`src/design/hcsf_pkg.sv`:
```
// Package for the hop-count spoof filter: word types, op codes, table sizing
// and the hop count helper. No dependencies.

package hcsf_pkg;

   localparam int ENTRIES = 1024;
   localparam int IDX_W   = $clog2(ENTRIES);
   localparam int CNT_W   = $clog2(ENTRIES + 1);
   localparam int KEY_W   = 24;
   localparam int TOL_RESET = 2;

   typedef enum logic [1:0] {
      OP_LOOKUP   = 2'd0,
      OP_REGISTER = 2'd1,
      OP_LOAD     = 2'd2,
      OP_CLEAR    = 2'd3
   } op_type;

   typedef enum logic [1:0] {
      VERDICT_UNKNOWN  = 2'd0,
      VERDICT_MISMATCH = 2'd1,
      VERDICT_MATCH    = 2'd2
   } verdict_type;

   typedef struct packed {
      logic [1:0]  op;
      logic [31:0] src_addr;
      logic [7:0]  ttl;
      logic [7:0]  hop_count;
   } req_type;

   typedef struct packed {
      logic [1:0] verdict;
      logic       new_entry;
      logic       table_full;
      logic [7:0] hop_count_out;
   } rsp_type;

   // classified item handed from front to back
   typedef struct packed {
      op_type          op;
      logic [KEY_W-1:0] key;
      logic [7:0]      hops;
   } item_type;

   typedef struct packed {
      logic     valid;
      item_type item;
   } queue_out_type;

   function automatic logic [7:0] hops_from_ttl(input logic [7:0] t);
      logic [7:0] h;
      if (t <= 8'd64) begin
         h = 8'd64 - t;
      end else if (t <= 8'd128) begin
         h = 8'd128 - t;
      end else begin
         h = 8'd255 - t;
      end
      return h;
   endfunction

endpackage

```
`src/design/hcsf_front.sv`:
```
// Front end: accepts request words, derives the hop count and key, and
// buffers classified items in a two-entry queue. Uses hcsf_pkg.

module hcsf_front (
   input  logic                     clock,
   input  logic                     reset,
   input  logic                     req_valid,
   output logic                     req_ready,
   input  hcsf_pkg::req_type        req_data,
   output hcsf_pkg::queue_out_type  q_out,
   input  logic                     q_pop
);
   import hcsf_pkg::*;

   item_type   q_mem_ff [2];
   logic       wr_ptr_ff, wr_ptr_in;
   logic       rd_ptr_ff, rd_ptr_in;
   logic [1:0] fill_ff, fill_in;
   item_type   item_new;
   logic       push, pop;

   always_comb begin
      item_new.op  = op_type'(req_data.op);
      item_new.key = req_data.src_addr[31:8];
      if (req_data.op == OP_LOAD) begin
         item_new.hops = req_data.hop_count;
      end else if (req_data.op == OP_CLEAR) begin
         item_new.hops = 8'd0;
      end else begin
         item_new.hops = hops_from_ttl(req_data.ttl);
      end
   end

   assign req_ready   = (fill_ff != 2'd2);
   assign push        = req_valid && req_ready;
   assign pop         = q_pop && (fill_ff != 2'd0);
   assign q_out.valid = (fill_ff != 2'd0);
   assign q_out.item  = q_mem_ff[rd_ptr_ff];

   always_comb begin
      wr_ptr_in = push ? ~wr_ptr_ff : wr_ptr_ff;
      rd_ptr_in = pop ? ~rd_ptr_ff : rd_ptr_ff;
      fill_in   = fill_ff + {1'b0, push} - {1'b0, pop};
   end

   always_ff @(posedge clock) begin
      if (reset) begin
         wr_ptr_ff <= 1'b0;
         rd_ptr_ff <= 1'b0;
         fill_ff   <= 2'd0;
      end else begin
         wr_ptr_ff <= wr_ptr_in;
         rd_ptr_ff <= rd_ptr_in;
         fill_ff   <= fill_in;
      end
   end

   always_ff @(posedge clock) begin
      if (push) begin
         q_mem_ff[wr_ptr_ff] <= item_new;
      end
   end

endmodule

```
`config.mk`:
```
export PLATFORM = sky130hd
export DESIGN_NAME = hcsf_front
export DESIGN_NICKNAME = d
export VERILOG_FILES = /design/src/design/hcsf_pkg.sv /design/src/design/hcsf_front.sv
export SDC_FILE = /design/constraint.sdc
export NUM_CORES = 1
export LEC_CHECK = 0
export BUFFER_PORTS_ARGS = -buffer_cell sky130_fd_sc_hd__buf_4
export CAP_MARGIN = 5
export CORE_UTILIZATION = 46
export CTS_CLUSTER_DIAMETER = 40
export CTS_CLUSTER_SIZE = 12
export DETAILED_ROUTE_END_ITERATION = 6
export PLACE_DENSITY = 0.87
export SLEW_MARGIN = 20
export SYNTH_ARGS = -nofsm -noshare
export SYNTH_HDL_FRONTEND = slang
export SYNTH_SLANG_ARGS = --single-unit
```
`constraint.sdc`:
```
create_clock -name clock -period 2.2 [get_ports clock]
set_input_delay 0.11 -clock clock [delete_from_list [all_inputs] [get_ports clock]]
set_output_delay 0.11 -clock clock [all_outputs]
set_load 0.01 [all_outputs]
```
; Word level (Yosys, flattened, before mapping)
; Memories as Yosys holds them, arrays and structs flattened. A register that Yosys moved wholly into a read port is not among the register bits.
; Index checks and enable logic that the tools add are counted.
; Widths: inputs -> output; s select.
[totals]
register_bits = 4
latchBits = 0
ram_bits = 68
romBits = 0
inputBits = 54
wordCells = 27
mem_count = 1
[memory_table]
columns = name, words, width, rd, rd_clocked_by_memory_dff, write_ports, line_no
row1 = q_mem_ff, 2, 34, 1, 1, 1, hcsf_front.sv:15  ; item_type q_mem_ff [2];
[classes]
n_addsub = 5
multipliers = 0
div_mod_pow = 0
magnitude_cmp = 2
eq_ne = 3
shifts = 0
muxes = 8
bitwise_logic = 2
n_reduce_logical = 3
[ops]
columns = operator, count
row1 = $mux 8, 4
row2 = $sub 8x8->8 const A, 2
row3 = $le 8x7->1 const B, 1
row4 = $le 8x8->1 const B, 1
row5 = $sub 7x8->8 const A, 1
row6 = $eq 2x2->1 const B, 2
row7 = $mux 1, 4
row8 = $add 2x1->2, 1
row9 = $logic_and 1x1->1, 2
row10 = $ne 2x2->1 const B, 1
row11 = $not 1->1, 2
row12 = $reduce_bool 2->1, 1
row13 = $sub 2x1->2, 1

; Longest topological paths before layout
[depth]
word_depth = 5
ltp_mapped = 8
ltp_nobuf = 8

; Least setup slack after synthesis
; No wires, ideal clock.
[synth_timing]
kind = register -> register
from = register fill_ff[0]
to = memory q_mem_ff[0][0] (netlist bit) (enable)
setup_ns = 0.425
arrival_ns = 2.068
required_ns = 1.775
setup_slack_ns = -0.293
path_stages_with_launch = 4
path_buffers = 0
path_cell_list = dfxtp_1 nand2b_1 nand2_1 nor2_1
[synth_via]
elab_chain_len = 4
[synth_lines]
columns = element, line_no
row1 = "start, declared", hcsf_front.sv:18  ; logic [1:0] fill_ff, fill_in;
row2 = "start signal, assigned", hcsf_front.sv:54  ; fill_ff <= fill_in;
row3 = $ne 2x2->1, hcsf_front.sv:34  ; assign req_ready = (fill_ff != 2'd2);
row4 = named net req_ready, hcsf_front.sv:8  ; output logic req_ready,
row5 = $logic_and 1x1->1, hcsf_front.sv:35  ; assign push = req_valid && req_ready;
row6 = $mux 1, hcsf_front.sv:59  ; if (push) begin
row7 = $mux 1 (implied by the code), hcsf_front.sv:60  ; q_mem_ff[wr_ptr_ff] <= item_new;
row8 = "end, declared", hcsf_front.sv:15
; The timed path passes the listed nets, and every way through them passes these cells.

; Final worst setup path
[layout_timing]
from = register fill_ff[1]
to = register fill_ff[1]
[layout_lines]
columns = element, line_no
row1 = $reduce_bool 2->1, hcsf_front.sv:36  ; assign pop = q_pop && (fill_ff != 2'd0);
row2 = $logic_and 1x1->1, hcsf_front.sv:36
row3 = named net pop, hcsf_front.sv:20  ; logic push, pop;
row4 = $sub 2x1->2, hcsf_front.sv:43  ; fill_in = fill_ff + {1'b0, push} - {1'b0, pop};
; The timed path passes the listed nets, and every way through them passes these cells.
; A chain may end at the register's enable or synchronous reset.

==> flow_summary_export.csv <==
group,metric,value,unit
outcome,status,"finished, final reports clean",
critical_path,timing.rr.end,"fill_ff[1]",
floorplanning,floorplan.core_area,6060,µm²
critical_path,crit_slowest_cell,"dfxtp_1",
clock_tree,cts_root_buffer,"clkbuf_8",
logic_synthesis,syn-instance-count,174,
logic_synthesis,synth.distinct_cells,36,
timing,finalSetupViolCount,0,
global_routing,grt_overflow_total,0,
critical_path,crit_path_max_fanout,3,
timing,fin_skew,0.00578,ns
clock_tree,clk_latency,0.33,ns
floorplanning,ios,90,
placement,dp_hpwl,3880,µm
placement,gp_congestion,0.833,
timing,slew_headroom,0.654,
critical_path,cp-start-kind,"register",
floorplanning,initial_core_util,0.488,
final_layout,fin_nets,348,
timing,finalMaxSlewViolations,0,
logic_synthesis,syn-cell-area,2960,µm²
logic_synthesis,synth_top_area_share,0.691,
clock_tree,post_cts_resized,0,
logic_synthesis,ys_warn_count,0,
logic_synthesis,synth_seq_cells,73,
logic_synthesis,synth_most_common_cell,"edfxtp_1",
route,drc_errors,0,
placement,buffer_ports.inserted,81,
global_routing,gr-usage-met2,0.312,
route,vias_per_cell,5.08,
global_routing,grt_max_degree,25,
route,routed_wl,5700,µm
logic_synthesis,yosysTopAreaCell,"edfxtp_1",
global_routing,grt_use_total,0.177,
run,maxCapViolations,0,
timing,fin_crit,1.74,ns
critical_path,rr_worst_depth,8,
global_routing,grt_pass1_vias,1887,
timing,rsz0062_at_grt,"no",
power,leakagePower,1.61,nW
critical_path,arrival,1.96,ns
global_routing,antenna_found_initial,0,
critical_path,cp_common_cell,"ha_1",
clock_tree,cts_tree,"yes",
global_routing,grt_use_met1,0.200,
critical_path,slowest_delay,0.33,ns
logic_synthesis,synthArstFlopShare,0,
clock_tree,numCtsBuffers,9,
global_routing,top_usage_layer,"met2",
final_layout,finalNonFillerCells,371,
timing,fin_crit_sh,0.792,
global_routing,met3_usage,0.0407,
logic_synthesis,synthFlopType,"edfxtp_1",
logic_synthesis,avgSynthCellArea,17.0,µm²
floorplanning,dieHeight,82.2,µm
global_routing,grt_first_pass_wirelength,8580,µm
final_layout,fill_cells,429,
route,postRouteAntennaNets,0,
critical_path,cp.depth,8,
critical_path,worstSetupEndpoint,"fill_ff[1]",
critical_path,critical-path-top-delay-family,"simple AND/OR/NAND/NOR gates",
final_layout,syn2layout_area_growth,40.7,%
placement,dp_cells,329,
final_layout,post-route-util,0.686,
final_layout,antenna-diode-count,0,
critical_path,path_cells,"or2_1 -> and2_1 -> ha_1 -> inv_1 -> ha_1 -> xor2_1 -> xnor2_1 -> nor2_1",
route,vias,1883,
route,drt_pass1_iterations,4,
logic_synthesis,seq_area_frac_synth,0.725,
timing,clock.fmax,574,MHz
clock_tree,cts_buffer_depth,2,
clock_tree,cts_num_sinks,73,
critical_path,cp-startpoint,"fill_ff[1]",
timing,hold_viol_final,0,
logic_synthesis,synthTopCellsByArea,"edfxtp_1, mux2_1, dfxtp_1, xnor2_1, ha_1",
timing,tightest_slew,0.507,ns
min_path,hold_path.class,"input port to register",
critical_path,r2r_start,"fill_ff[1]",
timing,fin_ws,0.458,ns
clock_tree,clk_pin_slew_worst_paths,0.07,ns
critical_path,rrSetupSlack,0.46,ns
critical_path,path_class,"register to register",
min_path,holdPathStages,1,
power,p_total,4.09,mW
critical_path,crit_buf_inv,1,
floorplanning,row_count,28,
final_layout,drive_gt1_frac,0.361,
logic_synthesis,synth_fp_nets,231,
power,power-per-cell-area,984,nW/µm²
timing,tns,0,ns
route,wl_per_cell,15.4,µm
route,drt_first_iter_violations,94,
critical_path,cp.required,2.42,ns
clock_tree,htreeDepth,3,
floorplanning,die_w,82.2,µm
placement,detailedPlace.worstSlack,0.457,ns
floorplanning,die_area,6750,µm²
critical_path,crit_path_end_kind,"register",
power,ir_worst_vdd,0.592,mV
logic_synthesis,synth_edf_count,68,
logic_synthesis,netlist_top_cells_count,"edfxtp_1, mux2_1, nand2_1",
[how the worst min path moves through the flow]
stage	slack (ns)	end	startpoint
final	0.08	q_mem_ff[1][33]	req_data[49]
after global routing	0.07	q_mem_ff[0][33]	req_data[49]
after CTS	0.06	q_mem_ff[1][33]	req_data[49]
after detailed placement	0.30	q_mem_ff[0][15]	req_data[31]
after global placement	0.30	q_mem_ff[0][20]	req_data[36]
after floorplan	0.18	fill_ff[0]	reset
[routing by layer]
metal  routed length (µm)  part of all wire  vias up
li1                     -                 -      899
met1                 2250              0.40      900
met2                 2910              0.51       73
met3                  404             0.071       11
met4                  122             0.021        0
met5                    0                 0        -
[where the power goes]
group	switching (mW)	leakage, nW	total [mW]	internal, mW
sequential	0.0571	0.680	1.83	1.77
combinational	0.573	0.826	1.17	0.602
clock	0.459	0.108	1.09	0.633
total	1.09	1.61	4.09	3.00
[layout make-up]
cell class	count	area, µm²	area share
clock buffers	10	128	0.0307
inverters	5	18.8	0.00451
repair buffers	112	918	0.221
multi-input cells	90	776	0.187
flip-flops and latches	73	2140	0.515
clock inverters	6	82.6	0.0199
well taps	75	93.8	0.0226
[cells by family (layout without fill, tap and decap cells)]
logic type / count (synthesis) / in the layout / synth area share
fa+ha+maj: 3 / 3 / 0.0127
mux: 34 / 34 / 0.129
buf+inv: 11 / 133 / 0.0157
simple gates: 27 / 27 / 0.0529
compound gates: 19 / 19 / 0.0440
xor+xnor: 7 / 7 / 0.0207
flops: 73 / 73 / 0.725
[layout by cell type (no fill, tap or decap), drive strengths merged, types with 2 or more instances in the layout]
master	count
ha	3
xnor2	5
nor2	6
xor2	2
dlygate4sd3	26
mux2	34
a21oi	4
nor2b	2
clkinv	4
dfxtp	5
inv	5
edfxtp	68
bufinv	2
clkbuf	10
buf	86
o41ai	2
a31oi	3
o21ai	4
nor3	2
nand2	8
[timing repair]
| action | in CTS | in global routing |
|---|---|---|
| endpoints found under the hold margin | 55 | 0 |
| buffers inserted | 0 | 0 |
| hold buffers | 26 | 0 |
[stage by stage]
| step | instance area [µm²] | hold WS [ns] |
|---|---|---|
| finish | 4160 | 0.0797 |
| detailed placement | 3690 | 0.298 |
| CTS | 4160 | 0.0582 |
| global placement | 3690 | 0.295 |
| global route | 4160 | 0.0664 |
| floorplan | 2960 | 0.182 |
[registers in the layout (all words and copies together) (netlist names), named ones only]
name	cells
fill_ff	2
wr_ptr_ff	1
rd_ptr_ff	1
q_mem_ff	68
No activity file was read; power rests on OpenSTA's default activity.
